[src/design/pwsd_pkg.sv]
// package for the pulse width symbol decoder
// holds counter widths, phase encoding, result and pulse class types, position code function
// no dependencies
`default_nettype none

package pwsd_pkg;

    localparam int COUNT_BITS  = 16;
    localparam int NUM_SYMBOLS = 3;
    localparam int SYM_BITS    = 3;
    localparam int IDX_BITS    = 2;
    localparam int PLEN_BITS   = 8;
    localparam int BASE_OUT_BITS = 16;
    // room for 12 * count without overflow
    localparam int PROD_BITS   = COUNT_BITS + 4;

    localparam logic [PLEN_BITS-1:0] PREAMBLE_LEN_RESET = 8'd5;

    localparam logic [2:0] POS_INVALID = 3'd6;

    typedef logic [COUNT_BITS-1:0] count_t;

    typedef enum logic [1:0] {
        PH_BASE     = 2'd0,
        PH_DATA_PRE = 2'd1,
        PH_MEASURE  = 2'd2
    } phase_t;

    typedef struct packed {
        logic glitch;
        logic bit_val;
        logic bad;
    } pulse_class_t;

    typedef struct packed {
        logic [SYM_BITS-1:0]      symbol_bits;
        logic [SYM_BITS-1:0]      symbol_bad;
        logic [2:0]               position_code;
        logic [BASE_OUT_BITS-1:0] base_width;
    } pwsd_result_t;

    function automatic logic [2:0] position_of(input logic [SYM_BITS-1:0] bits,
                                               input logic [SYM_BITS-1:0] bad);
        logic [2:0] code;
        code = POS_INVALID;
        if (bad == '0) begin
            unique case (bits)
                3'b000:  code = 3'd0;
                3'b001:  code = 3'd1;
                3'b010:  code = 3'd2;
                3'b100:  code = 3'd3;
                3'b101:  code = 3'd4;
                3'b110:  code = 3'd5;
                default: code = POS_INVALID;
            endcase
        end
        return code;
    endfunction

endpackage

`default_nettype wire

[src/design/pwsd_classify.sv]
// pulse classifier: compares a measured high pulse against the base width windows
// uses pwsd_pkg
`default_nettype none

module pwsd_classify (
    input  wire pwsd_pkg::count_t       pulse_len,
    input  wire pwsd_pkg::count_t       base_len,
    output pwsd_pkg::pulse_class_t      pulse_class
);
    import pwsd_pkg::*;

    logic [PROD_BITS-1:0] len_w;
    logic [PROD_BITS-1:0] base_w;
    logic [PROD_BITS-1:0] len_x5;
    logic [PROD_BITS-1:0] base_x4;
    logic [PROD_BITS-1:0] base_x6;
    logic [PROD_BITS-1:0] base_x8;
    logic [PROD_BITS-1:0] base_x12;
    logic                 win_zero;
    logic                 win_one;

    always_comb begin
        len_w    = {{(PROD_BITS-COUNT_BITS){1'b0}}, pulse_len};
        base_w   = {{(PROD_BITS-COUNT_BITS){1'b0}}, base_len};
        len_x5   = (len_w << 2) + len_w;
        base_x4  = base_w << 2;
        base_x6  = (base_w << 2) + (base_w << 1);
        base_x8  = base_w << 3;
        base_x12 = (base_w << 3) + (base_w << 2);

        win_zero = (len_x5 > base_x4) && (len_x5 < base_x6);
        win_one  = (len_x5 > base_x8) && (len_x5 < base_x12);

        // shorter than half the base is noise
        pulse_class.glitch  = (len_w << 1) < base_w;
        pulse_class.bit_val = !win_zero && win_one;
        pulse_class.bad     = !win_zero && !win_one;
    end

endmodule

`default_nettype wire

[src/design/pwsd_core.sv]
// decoder state: preamble hunt, base width capture, symbol accumulation
// uses pwsd_pkg and pwsd_classify
`default_nettype none

module pwsd_core (
    input  wire                          aclk,
    input  wire                          aresetn,
    input  wire                          step,
    input  wire                          level,
    input  wire [pwsd_pkg::PLEN_BITS-1:0] preamble_len,
    output logic                         res_valid,
    output pwsd_pkg::pwsd_result_t       res_data
);
    import pwsd_pkg::*;

    localparam count_t COUNT_MAX = '1;
    localparam logic [IDX_BITS-1:0] LAST_IDX = IDX_BITS'(NUM_SYMBOLS - 1);

    phase_t               phase_reg, phase_next;
    count_t               run_length_reg, run_length_next;
    count_t               base_len_reg, base_len_next;
    logic [IDX_BITS-1:0]  symbol_index_reg, symbol_index_next;
    logic [SYM_BITS-1:0]  bits_so_far_reg, bits_so_far_next;
    logic [SYM_BITS-1:0]  bad_so_far_reg, bad_so_far_next;

    count_t               need;
    count_t               run_inc;
    logic [SYM_BITS-1:0]  bits_shift;
    logic [SYM_BITS-1:0]  bad_shift;
    pulse_class_t         pulse_class;

    pwsd_classify u_classify (
        .pulse_len   (run_length_reg),
        .base_len    (base_len_reg),
        .pulse_class (pulse_class)
    );

    always_ff @(posedge aclk) begin
        if (!aresetn) begin
            phase_reg        <= PH_BASE;
            run_length_reg   <= '0;
            base_len_reg     <= '0;
            symbol_index_reg <= '0;
            bits_so_far_reg  <= '0;
            bad_so_far_reg   <= '0;
        end else begin
            phase_reg        <= phase_next;
            run_length_reg   <= run_length_next;
            base_len_reg     <= base_len_next;
            symbol_index_reg <= symbol_index_next;
            bits_so_far_reg  <= bits_so_far_next;
            bad_so_far_reg   <= bad_so_far_next;
        end
    end

    always_comb begin
        // a zero length acts as one
        need = (preamble_len == '0) ? count_t'(1)
                                    : {{(COUNT_BITS-PLEN_BITS){1'b0}}, preamble_len};
        run_inc    = (run_length_reg != COUNT_MAX) ? run_length_reg + 1'b1 : run_length_reg;
        bits_shift = {bits_so_far_reg[SYM_BITS-2:0], pulse_class.bit_val};
        bad_shift  = {bad_so_far_reg[SYM_BITS-2:0], pulse_class.bad};

        phase_next        = phase_reg;
        run_length_next   = run_length_reg;
        base_len_next     = base_len_reg;
        symbol_index_next = symbol_index_reg;
        bits_so_far_next  = bits_so_far_reg;
        bad_so_far_next   = bad_so_far_reg;

        res_valid              = 1'b0;
        res_data.symbol_bits   = bits_shift;
        res_data.symbol_bad    = bad_shift;
        res_data.position_code = position_of(bits_shift, bad_shift);
        res_data.base_width    = base_len_reg;

        if (step) begin
            unique case (phase_reg)
                PH_BASE, PH_DATA_PRE: begin
                    if (level) begin
                        run_length_next = run_inc;
                    end else begin
                        if (run_length_reg >= need) begin
                            if (phase_reg == PH_BASE) begin
                                base_len_next = run_length_reg;
                                phase_next    = PH_DATA_PRE;
                            end else begin
                                phase_next        = PH_MEASURE;
                                symbol_index_next = '0;
                                bits_so_far_next  = '0;
                                bad_so_far_next   = '0;
                            end
                        end
                        run_length_next = '0;
                    end
                end
                PH_MEASURE: begin
                    if (level) begin
                        run_length_next = run_inc;
                    end else if (run_length_reg != '0) begin
                        run_length_next = '0;
                        if (!pulse_class.glitch) begin
                            if (symbol_index_reg == LAST_IDX) begin
                                res_valid         = 1'b1;
                                phase_next        = PH_BASE;
                                symbol_index_next = '0;
                                bits_so_far_next  = '0;
                                bad_so_far_next   = '0;
                            end else begin
                                symbol_index_next = symbol_index_reg + 1'b1;
                                bits_so_far_next  = bits_shift;
                                bad_so_far_next   = bad_shift;
                            end
                        end
                    end
                end
                default: begin
                    // undefined phase falls back to the base hunt
                    phase_next      = PH_BASE;
                    run_length_next = level ? count_t'(1) : '0;
                end
            endcase
        end
    end

endmodule

`default_nettype wire

[src/design/pulse_width_symbol_decoder.sv]
// Pulse width symbol decoder, top level: input register, decoder core, result register.
// The item that completes a result goes through the input register and the core into the result register.
// Throughput: one pin sample per cycle while the result register is empty or m_tready is high.
// While a result waits, the input register can still take one item; the core steps only once the result is taken.
// Reset (synchronous, active low): preamble_len returns to 5, the decoder hunts a base
// preamble with all counters cleared, both stage registers empty.
`default_nettype none

module pulse_width_symbol_decoder (
    input  wire         aclk,
    input  wire         aresetn,
    input  wire         s_tvalid,
    output logic        s_tready,
    input  wire  [7:0]  s_tdata,    // [0] pin_level, [7:1] zero
    output logic        m_tvalid,
    input  wire         m_tready,
    output logic [31:0] m_tdata,    // [2:0] symbol_bits, [5:3] symbol_bad,
                                    // [8:6] position_code, [24:9] base_width, [31:25] zero
    input  wire         cfg_valid,
    output logic        cfg_ready,
    input  wire  [7:0]  cfg_data    // preamble_len
);
    import pwsd_pkg::*;

    logic                 in_valid_reg;
    logic                 in_level_reg;
    logic                 out_valid_reg;
    pwsd_result_t         out_data_reg;
    logic [PLEN_BITS-1:0] preamble_len_reg;

    logic                 advance;
    logic                 res_valid;
    pwsd_result_t         res_data;

    pwsd_core u_core (
        .aclk         (aclk),
        .aresetn      (aresetn),
        .step         (advance),
        .level        (in_level_reg),
        .preamble_len (preamble_len_reg),
        .res_valid    (res_valid),
        .res_data     (res_data)
    );

    assign advance   = in_valid_reg && (!out_valid_reg || m_tready);
    assign s_tready  = !in_valid_reg || advance;
    assign cfg_ready = 1'b1;
    assign m_tvalid  = out_valid_reg;
    assign m_tdata   = {7'b0, out_data_reg.base_width, out_data_reg.position_code,
                        out_data_reg.symbol_bad, out_data_reg.symbol_bits};

    always_ff @(posedge aclk) begin
        if (!aresetn) begin
            in_valid_reg     <= 1'b0;
            out_valid_reg    <= 1'b0;
            preamble_len_reg <= PREAMBLE_LEN_RESET;
        end else begin
            if (cfg_valid) begin
                preamble_len_reg <= cfg_data;
            end
            if (s_tvalid && s_tready) begin
                in_valid_reg <= 1'b1;
            end else if (advance) begin
                in_valid_reg <= 1'b0;
            end
            if (advance) begin
                out_valid_reg <= res_valid;
            end else if (m_tready) begin
                out_valid_reg <= 1'b0;
            end
        end
    end

    // payload registers
    always_ff @(posedge aclk) begin
        if (s_tvalid && s_tready) begin
            in_level_reg <= s_tdata[0];
        end
        if (advance && res_valid) begin
            out_data_reg <= res_data;
        end
    end

endmodule

`default_nettype wire

[config.mk]
export PLATFORM = sky130hd
export DESIGN_NAME = pulse_width_symbol_decoder
export DESIGN_NICKNAME = d
export VERILOG_FILES = /design/src/design/pwsd_pkg.sv /design/src/design/pwsd_classify.sv /design/src/design/pwsd_core.sv /design/src/design/pulse_width_symbol_decoder.sv
export SDC_FILE = /design/constraint.sdc
export NUM_CORES = 1
export LEC_CHECK = 0
export ABC_AREA = 1
export BUFFER_PORTS_ARGS = -buffer_cell sky130_fd_sc_hd__buf_2
export CAP_MARGIN = 20
export CORE_MARGIN = 2
export CORE_UTILIZATION = 45
export DETAILED_ROUTE_END_ITERATION = 8
export PLACE_DENSITY = 0.62
export REMOVE_ABC_BUFFERS = 1
export SYNTH_ARGS = -nofsm -noshare
export SYNTH_HDL_FRONTEND = slang
export SYNTH_SLANG_ARGS = --single-unit
[constraint.sdc]
create_clock -name aclk -period 5.3 [get_ports aclk]
set_input_delay 1.06 -clock aclk [delete_from_list [all_inputs] [get_ports aclk]]
set_output_delay 1.06 -clock aclk [all_outputs]
set_load 0.02 [all_outputs]
Word level (Yosys, flattened, before mapping)
Index checks and enable logic that the tools add are counted.
{"block": "op_classes", "n_eq_ne": 17, "n_reduce_logical": 26, "magnitude_cmp": 6, "bitwise_logic": 1, "n_mux": 47, "addsub": 5}
{"cell": "$mux 16", "n": 4}
{"cell": "$mux 2", "n": 25}
{"cell": "$pmux 16 s2", "n": 1}
{"cell": "$add 19x18->20", "n": 1}
{"cell": "$lt 19x20->1", "n": 1}
{"cell": "$add 18x16->19", "n": 1}
{"cell": "$add 18x17->19", "n": 1}
{"cell": "$gt 19x18->1", "n": 1}
{"cell": "$gt 19x19->1", "n": 1}
{"cell": "$lt 19x19->1", "n": 1}
{"cell": "$pmux 3 s6", "n": 1}
{"cell": "$lt 17x16->1", "n": 1}
{"cell": "$add 16x1->16 const B", "n": 1}
{"cell": "$ge 16x16->1", "n": 1}
{"cell": "$ne 16x16->1 const B", "n": 1}
{"cell": "$pmux 2 s2", "n": 4}
{"cell": "$reduce_bool 16->1", "n": 1}
{"cell": "$mux 1", "n": 11}
{"cell": "$eq 3x3->1 const B", "n": 3}
{"cell": "$logic_not 8->1", "n": 1}
{"cell": "$mux 8", "n": 1}
{"cell": "$ne 2x2->1 const B", "n": 4}
{"cell": "$reduce_and 8->1", "n": 1}
{"cell": "$logic_and 1x1->1", "n": 7}
{"cell": "17 further kinds", "n": 27}
{"block": "word_totals", "wordCells": 116, "regBits": 76, "input_bits": 21, "output_inout_bits": 35}

Longest topological paths before layout
Gate-level depths: netlist of run 1.
{"block": "logic_depth", "word_depth": 10, "ltp_mapped": 26, "depth_no_buf": 26}

Modules after synthesis
A second synthesis of run 1 with hierarchy kept.
{"block": "hier_totals", "hier_cells": 970, "area_unflattened_um2": 7093.1}
{"mod": "pwsd_classify", "seq_area_each_um2": 0.0, "cells_each": 498, "area_per_inst_um2": 3377.0, "instances": 1}
{"mod": "pwsd_core", "seq_area_each_um2": 800.8, "cells_each": 385, "area_per_inst_um2": 2496.1, "instances": 1}
{"mod": "pulse_width_symbol_decoder", "seq_area_each_um2": 980.9, "cells_each": 87, "area_per_inst_um2": 1219.9, "instances": 1}

Worst setup path before layout of run 1
Ideal clock, no wire load.
{"block": "synth_path", "path_type": "input-to-reg", "start": "input port m_tready", "end": "register out_data_reg (netlist bit m_tdata[0]), enable pin", "required_time_ns": 4.826, "setup_ns": 0.474, "path_stages": 4, "slack_ns": 0.980, "n_path_buf": 0, "arrival_ns": 3.846, "cell_sequence": "inv_1 nand2_1 nand3_1 nor4_1"}
{"block": "synth_via", "elab_chain_len": 4}
{"item": "from (decl)", "line": "pulse_width_symbol_decoder.sv:16", "source": "input wire m_tready,"}
{"item": "$logic_or 1x1->1 *", "line": "pulse_width_symbol_decoder.sv:45", "source": "assign advance = in_valid_reg && (!out_valid_reg || m_tready);"}
{"item": "$logic_and 1x1->1 *", "line": "pulse_width_symbol_decoder.sv:45"}
{"item": "$mux 1", "line": "pwsd_core.sv:77", "source": "if (step) begin"}
{"item": "$logic_and 1x1->1 *", "line": "pulse_width_symbol_decoder.sv:79", "source": "if (advance && res_valid) begin"}
{"item": "to (signal assigned)", "line": "pulse_width_symbol_decoder.sv:80", "source": "out_data_reg <= res_data;"}
{"item": "to (decl)", "line": "pulse_width_symbol_decoder.sv:28", "source": "pwsd_result_t out_data_reg;"}
Every way passes the cells marked *; elsewhere a longest branch is shown, timed or not.
A chain may end at the register's enable or synchronous reset.

==> results of run 1 <==
stage by stage:
step	setup slack [ns]	hold WS (ns)	power, mW	cell area [sq um]
finish	1.05	0.460	1.43	7170
detailed placement	1.03	0.449	0.777	6850
floorplan	0.980	0.431	0.734	6410
CTS	1.02	0.465	1.45	7170
global placement	1.09	0.448	0.775	6850
global route	0.624	0.486	1.49	7170
power by group through the flow:
stage | combinational [mW] | sequential [mW] | clock (mW)
6_report | 0.147 | 0.616 | 0.669
3_3_place_gp | 0.147 | 0.629 | 0
4_1_cts | 0.148 | 0.616 | 0.684
2_1_floorplan | 0.107 | 0.627 | 0
5_1_grt | 0.169 | 0.617 | 0.706
3_5_place_dp | 0.148 | 0.629 | 0
cell families (layout without fill, tap and decap cells):
group | Yosys count | count (layout) | share of synthesized area, %
flip-flops | 76 | 76 | 27.4
buffers and inverters | 126 | 168 | 8.03
other | 2 | 8 | 0.116
adder cells (fa/ha/maj) | 122 | 122 | 23.7
XOR/XNOR | 29 | 29 | 3.91
AO/OA/AOI/OAI | 191 | 191 | 16.6
AND/OR/NAND/NOR | 299 | 299 | 20.1
cell usage after synthesis (2+ instances only):
cell / instances / area [sq um]
nor2_1: 62 / 233
o21ai_0: 35 / 175
nor2_2: 2 / 12.5
clkbuf_1: 4 / 15.0
o21ai_2: 6 / 52.6
nand3_1: 33 / 165
fa_1: 2 / 40.0
nor3_1: 13 / 65.1
o211ai_1: 2 / 15.0
buf_6: 2 / 22.5
o21a_1: 5 / 37.5
a31oi_1: 6 / 37.5
conb_1: 2 / 7.51
a21oi_1: 94 / 470
dfxtp_1: 50 / 1000
o21ai_1: 17 / 85.1
edfxtp_1: 26 / 781
a21o_1: 5 / 37.5
a21oi_2: 8 / 70.1
a211oi_1: 5 / 37.5
nor4_1: 5 / 31.3
nand2_1: 153 / 574
inv_1: 105 / 394
buf_4: 9 / 67.6
xnor2_1: 11 / 96.3
xor2_1: 18 / 158
inv_2: 5 / 18.8
nand4_1: 18 / 113
ha_1: 120 / 1500
nand2_4: 2 / 22.5
nand2_2: 5 / 31.3
a21boi_1: 3 / 22.5
layer usage:
| metal | global-route usage (%) | routed length [microns] | up-vias |
|---|---|---|---|
| met2 | 35.1 | 6980 | 59 |
| li1 | - | - | 2974 |
| met3 | 4.26 | 494 | 12 |
| met4 | 4.71 | 167 | 0 |
| met5 | 0 | 0 | - |
| met1 | 26.3 | 7070 | 2489 |
worst min path at each step:
stage	endpoint	slack, ns	depth (start not counted)
2_1_floorplan	preamble_len_reg[0]$_SDFFE_PN1P_	0.43	2
3_3_place_gp	preamble_len_reg[0]$_SDFFE_PN1P_	0.45	2
6_report	preamble_len_reg[0]$_SDFFE_PN1P_	0.46	2
3_5_place_dp	preamble_len_reg[0]$_SDFFE_PN1P_	0.45	2
4_1_cts	preamble_len_reg[0]$_SDFFE_PN1P_	0.46	2
5_1_grt	m_tdata[5]$_DFFE_PP_	0.49	0
critical path: cells and delay by family, from the launching register on:
kind | cells | cell delay, ns
AND/OR/NAND/NOR | 10 | 1.12
AO/OA/AOI/OAI | 6 | 1.00
buffers and inverters | 1 | 0.06
flip-flops | 1 | 0.39
adder cells (fa/ha/maj) | 3 | 1.00
XOR/XNOR | 1 | 0.40
cell type report:
type / count / area, sq um / area share, %
clock inverters: 6 / 90.1 / 1.26
inverters: 111 / 417 / 5.81
clock buffers: 10 / 229 / 3.19
well taps: 180 / 225 / 3.14
multi-input cells: 649 / 4220 / 58.9
flip-flops and latches: 76 / 1780 / 24.8
repair buffers: 41 / 208 / 2.90
==> impl_metrics.tcl, run 1 <==
set metrics [dict create \
    crit_path_start_kind "register" \
    drc 0 \
    worst_path_largest_cell_delay_ns 0.40 \
    ioPinCount 56 \
    drt-initial-drc-count 207 \
    dp.cells 1057 \
    grt_max_degree 34 \
    r2r_setup_slack_ns 1.05 \
    drv_slew 0 \
    coreArea_sq_um 14000 \
    antenna_found_initial 0 \
    p_per_area_nw_per_um2 200 \
    grt_usage_pct 20.5 \
    cts.clk_slew.worst_paths_ns 0.06 \
    htree_num_levels 3 \
    avgViaCountPerCell 5.16 \
    cpMaxStageDelayCell "fa_1" \
    min_path_type "register to register" \
    setup_viol 0 \
    synth-edff-count 26 \
    hold_violations 0 \
    num_vias 5534 \
    syn_avg_cell_area_sq_um 7.69 \
    avgRoutedWirePerCell_microns 13.7 \
    relSlewSlack_pct 62.1 \
    clock_sinks 76 \
    ys_types 44 \
    p_seq_share_pct 43.0 \
    synth-main-ff-cell "dfxtp_1" \
    tns_ns 0 \
    power.share.switching_pct 25.1 \
    grt_pass1_wl_microns 24500 \
    p_int_mw 1.07 \
    async_reset_ff_share_pct 0 \
    rows 43 \
    pwr-share-comb_pct 10.3 \
    grt_overflow 0 \
    end_kind "register" \
    r2r-end "m_tdata[8]$_SDFFCE_PP1P_" \
    initial_utilization_pct 46.4 \
    finalNetCount 1031 \
    final_common_cell "nand2_1" \
    leakage_nw 3.48 \
    numCtsBuffers 9 \
    min_from "preamble_len_reg[0]$_SDFFE_PN1P_" \
    cts_tree "done" \
    yosys_warnings 0 \
    diodes 0 \
    num-fill-cells 1408 \
    place_congestion 0.863 \
    worstSetupPathType "register to register" \
    largest_reg_flops 25 \
    grt_pass1_vias 5227 \
    fin_util_pct 51.3 \
    power.clock.fraction_pct 46.7 \
    cp-endpoint "m_tdata[8]$_SDFFCE_PP1P_" \
    cp_data_required_time_ns 5.39 \
    portBuffers 40 \
    drt_wl_total_microns 14700 \
    synth_cells 845 \
    syn_area_sq_um 6500 \
    drtAntennaViolNets 0 \
    drt_first_pass_iters 4 \
    critPathLaunch "u_core.run_length_reg[0]$_SDFFE_PN0P_" \
    synthToLayoutAreaGrowth_pct 10.4 \
    tightest_slew_ns 0.568 \
    clk_path_buf_depth 2 \
    dieArea_sq_um 15400 \
    r2r_cells 21 \
    die_h_microns 124 \
    fin_crit_ns 4.25 \
    rsz0062_at_grt "false" \
    cts_hold_buf 0 \
    maxCapViolCount 0 \
    place_hpwl_microns 11600 \
    layout.cells.non_filler 1073 \
    ys_seq_area_share_pct 27.4 \
    crit_arrival_ns 4.34 \
    period_share_pct 80.2 \
    drive_gt1_share_pct 9.97 \
    cts_setup_buffers 0 \
    clock.fmax_mhz 235 \
    outcome "finished clean" \
    mostFrequentLayoutCells "nand2_1, ha_1, inv_1" \
    p_sw_mw 0.359 \
    ys_ff_latch 76 \
    clock-root-buffer "clkbuf_16" \
    irDropWorstVdd_v 0.000217 \
    clock_latency_ns 0.35 \
    r2r-start "u_core.run_length_reg[0]$_SDFFE_PN0P_" \
    critPathMaxFanout 6 \
    cp_cell_sequence "ha_1 > fa_1 > nand3_1 > nand2_1 > a21oi_2 > o21ai_2 > a31oi_1 > o21ai_0 > a21oi_1 > xor2_1 > ha_1 > nand4_1 > nor2_1 > o211ai_1 > nand3_1 > nor2_2 > nand2_2 > nand2_1 > inv_1 > nor2_2 > nand3_1" \
    path_common_cell "nand3_1" \
    skew_ns 0.00541 \
    ctsResizeCount 0 \
    die_x_microns 124 \
]
No activity file was read; power rests on OpenSTA's default activity.
==> run 2, diff against run 1 <==
- ABC_AREA: 1 -> 0
- PLACE_DENSITY: 0.62 -> 0.64
- clock period: 5.3 -> 3.85 ns (I/O delays scaled with it)
==> run 2 against run 1 <==
The run now ends with setup timing left. Clock power rose by 41%. Wire length rose by 16%. First-iteration DRC count rose by 60%. Total power rose by 31%. Fmax rose by 7.8%. Via count rose by 5.6%. Worst hold slack improved by 0.012 ns. Synthesized cell count fell by 13%. Clock-buffer cell count rose by 1. Combinational power fell by 35%. Critical path type unchanged. Critical endpoint is now m_tdata[7]$_SDFFCE_PP1P_. Largest cell class unchanged.
==> impl_metrics.tcl, run 2 <==
set metrics [dict create \
    grt_overflow 0 \
    critPathLaunch "u_core.run_length_reg[2]$_SDFFE_PN0P_" \
    clock_sinks 76 \
    min_path_type "register to register" \
    largest_reg_flops 25 \
    tightest_slew_ns 1.04 \
    drtAntennaViolNets 0 \
    place_hpwl_microns 13000 \
    antenna_found_initial 0 \
    final_common_cell "ha_1" \
    num-fill-cells 1248 \
    finalPower_mw 1.88 \
    drt_first_pass_iters 5 \
    syn_avg_cell_area_sq_um 8.80 \
    coreArea_sq_um 13900 \
    maxCapViolCount 0 \
    synth_area_leaders "ha_1, dfxtp_1, edfxtp_1" \
    p_per_area_nw_per_um2 236 \
    numCtsBuffers 9 \
    async_reset_ff_share_pct 0 \
    period_share_pct 102 \
    num_vias 5845 \
    initial_utilization_pct 46.2 \
    fin_util_pct 57.1 \
    crit_path_start_kind "register" \
    relSlewSlack_pct 30.3 \
    cts_tree "done" \
    place_area_sq_um 7350 \
    clock.fmax_mhz 254 \
    drt_wl_total_microns 17100 \
    finalNetCount 994 \
    hold_violations 0 \
    final_cell_area_sq_um 7960 \
    fin_ws_ns -0.0918 \
    path_buf_inv 1 \
    grt_usage_pct 22.9 \
    synthToLayoutAreaGrowth_pct 23.7 \
    ys_seq_area_share_pct 27.7 \
    skew_ns 0.0138 \
    setup_viol 4 \
    place_congestion 0.885 \
    min_from "preamble_len_reg[0]$_SDFFE_PN1P_" \
    drc 0 \
    critPathMaxFanout 3 \
    cp_top_family "compound AO/OA/AOI/OAI gates" \
    die_x_microns 124 \
    end_kind "register" \
    diodes 0 \
    avgRoutedWirePerCell_microns 16.5 \
    hold_ws_ns 0.472 \
    tns_ns -0.291 \
    irDropWorstVdd_v 0.000199 \
    ys_types 64 \
    synth_cells 731 \
    dp.cells 1013 \
    portBuffers 40 \
    cp_cell_sequence "ha_4 > fa_2 > a211oi_4 > nor2_2 > o21a_1 > nor2_2 > o21bai_1 > a21oi_2 > xnor2_2 > ha_1 > a2111oi_2 > o221ai_2 > nand3_1 > a41oi_1 > a21boi_4 > buf_4 > and2_4 > a21oi_1" \
    clk_path_buf_depth 2 \
    ioPinCount 56 \
    rows 43 \
    grt_pass1_wl_microns 27300 \
    mostFrequentLayoutCells "ha_1, buf_4, nand2_1" \
    grt_max_degree 39 \
    htree_num_levels 3 \
    clock_latency_ns 0.36 \
    path_common_cell "nor2_2" \
    synth.most_common_cell "ha_1" \
    cts.clk_slew.worst_paths_ns 0.06 \
    pre_cts_ws_ns -0.300 \
    ys_top_cells_by_count "ha_1, nand2_1, a21oi_1, dfxtp_1, nor2_1" \
    synth.largest_area_cell "ha_1" \
    die_h_microns 124 \
    synth-edff-count 26 \
    drive_gt1_share_pct 22.4 \
    r2r-start "u_core.run_length_reg[2]$_SDFFE_PN0P_" \
    cp_data_required_time_ns 3.95 \
    syn_area_sq_um 6430 \
    cpMaxStageDelayCell "a2111oi_2" \
    yosys_warnings 0 \
    violations "setup timing" \
    dieArea_sq_um 15300 \
    ys_ff_latch 76 \
    drv_slew 0 \
    synth-main-ff-cell "dfxtp_1" \
    worst_path_largest_cell_delay_ns 0.43 \
    drt-initial-drc-count 332 \
    rsz0062_at_grt "true" \
    grt_pass1_vias 5882 \
    outcome "finished, violations left" \
    yosysTopAreaCellShare_pct 23.3 \
    crit_arrival_ns 4.04 \
    leakage_nw 3.62 \
    avgViaCountPerCell 5.64 \
    layout.cells.non_filler 1036 \
    fin_crit_ns 3.94 \
    worstSetupPathType "register to register" \
    clock-root-buffer "clkbuf_16" \
]
==> run 2: cell types whose count changed in the layout (fill, tap and decap cells not counted), sizes merged, moves of 16 or more <==
cell / delta
nand2: -101
buf: +84
inv: -63
a21oi: -51
nor2b: +19
nand3: -18
nor2: -17
a21boi: +16
a21o: +16
==> run 2: what timing repair did <==
action	in CTS	in global routing
hold buffers	0	0
buffers inserted	5	2
setup endpoints to repair	7	7
gates resized for setup	24	29
cloned	0	0
pin swaps	19	21
==> run 2: kinds of logic (layout without fill, tap and decap cells) <==
kind of cell             after synthesis  after routing  share of synthesized area, %
multiplexers                           8              8                          1.26
XOR/XNOR                              39             39                          5.31
other                                  2              8                         0.117
AND/OR/NAND/NOR                      214            214                          16.6
buffers and inverters                 68            187                          4.47
adder cells (fa/ha/maj)              122            122                          24.0
flip-flops                            76             76                          27.7
AO/OA/AOI/OAI                        202            202                          20.6
==> run 2: final cells by class <==
cell class	count	area, sq um	area share [%]
multi-input cells	593	4600	57.8
flip-flops and latches	76	1790	22.5
repair buffers	125	846	10.6
clock buffers	11	243	3.05
well taps	180	225	2.83
inverters	46	173	2.17
clock inverters	5	83.8	1.05
==> run 2: worst paths after layout <==
kind,slack (ns),cells after the start,end
min,0.47,2,preamble_len_reg[0]$_SDFFE_PN1P_
max reg2reg,-0.09,18,m_tdata[7]$_SDFFCE_PP1P_
max,-0.09,18,m_tdata[7]$_SDFFCE_PP1P_
min reg2reg,0.47,2,preamble_len_reg[0]$_SDFFE_PN1P_
==> run 2: per-layer routing <==
layer	wire, microns	track usage (%)	vias to the layer above
met1	7720	27.8	2804
met5	0	0	-
met3	443	2.86	27
met4	433	9.16	0
met2	8470	40.8	117
li1	-	-	2897
==> run 2: worst register-to-register path: stages, from the launching register on <==
cell and delay (ns):
dfxtp_4 0.35, ha_4 0.16, fa_2 0.37, a211oi_4 0.32, nor2_2 0.07, o21a_1 0.20
nor2_2 0.10, o21bai_1 0.09, a21oi_2 0.20, xnor2_2 0.12, ha_1 0.24, a2111oi_2 0.43
o221ai_2 0.20, nand3_1 0.12, a41oi_1 0.16, a21boi_4 0.21, buf_4 0.15, and2_4 0.15
a21oi_1 0.06
==> run 2: power breakdown <==
group | switching [mW] | internal, mW
registers | 0.00579 | 0.831
logic | 0.0545 | 0.0409
clock network | 0.357 | 0.588
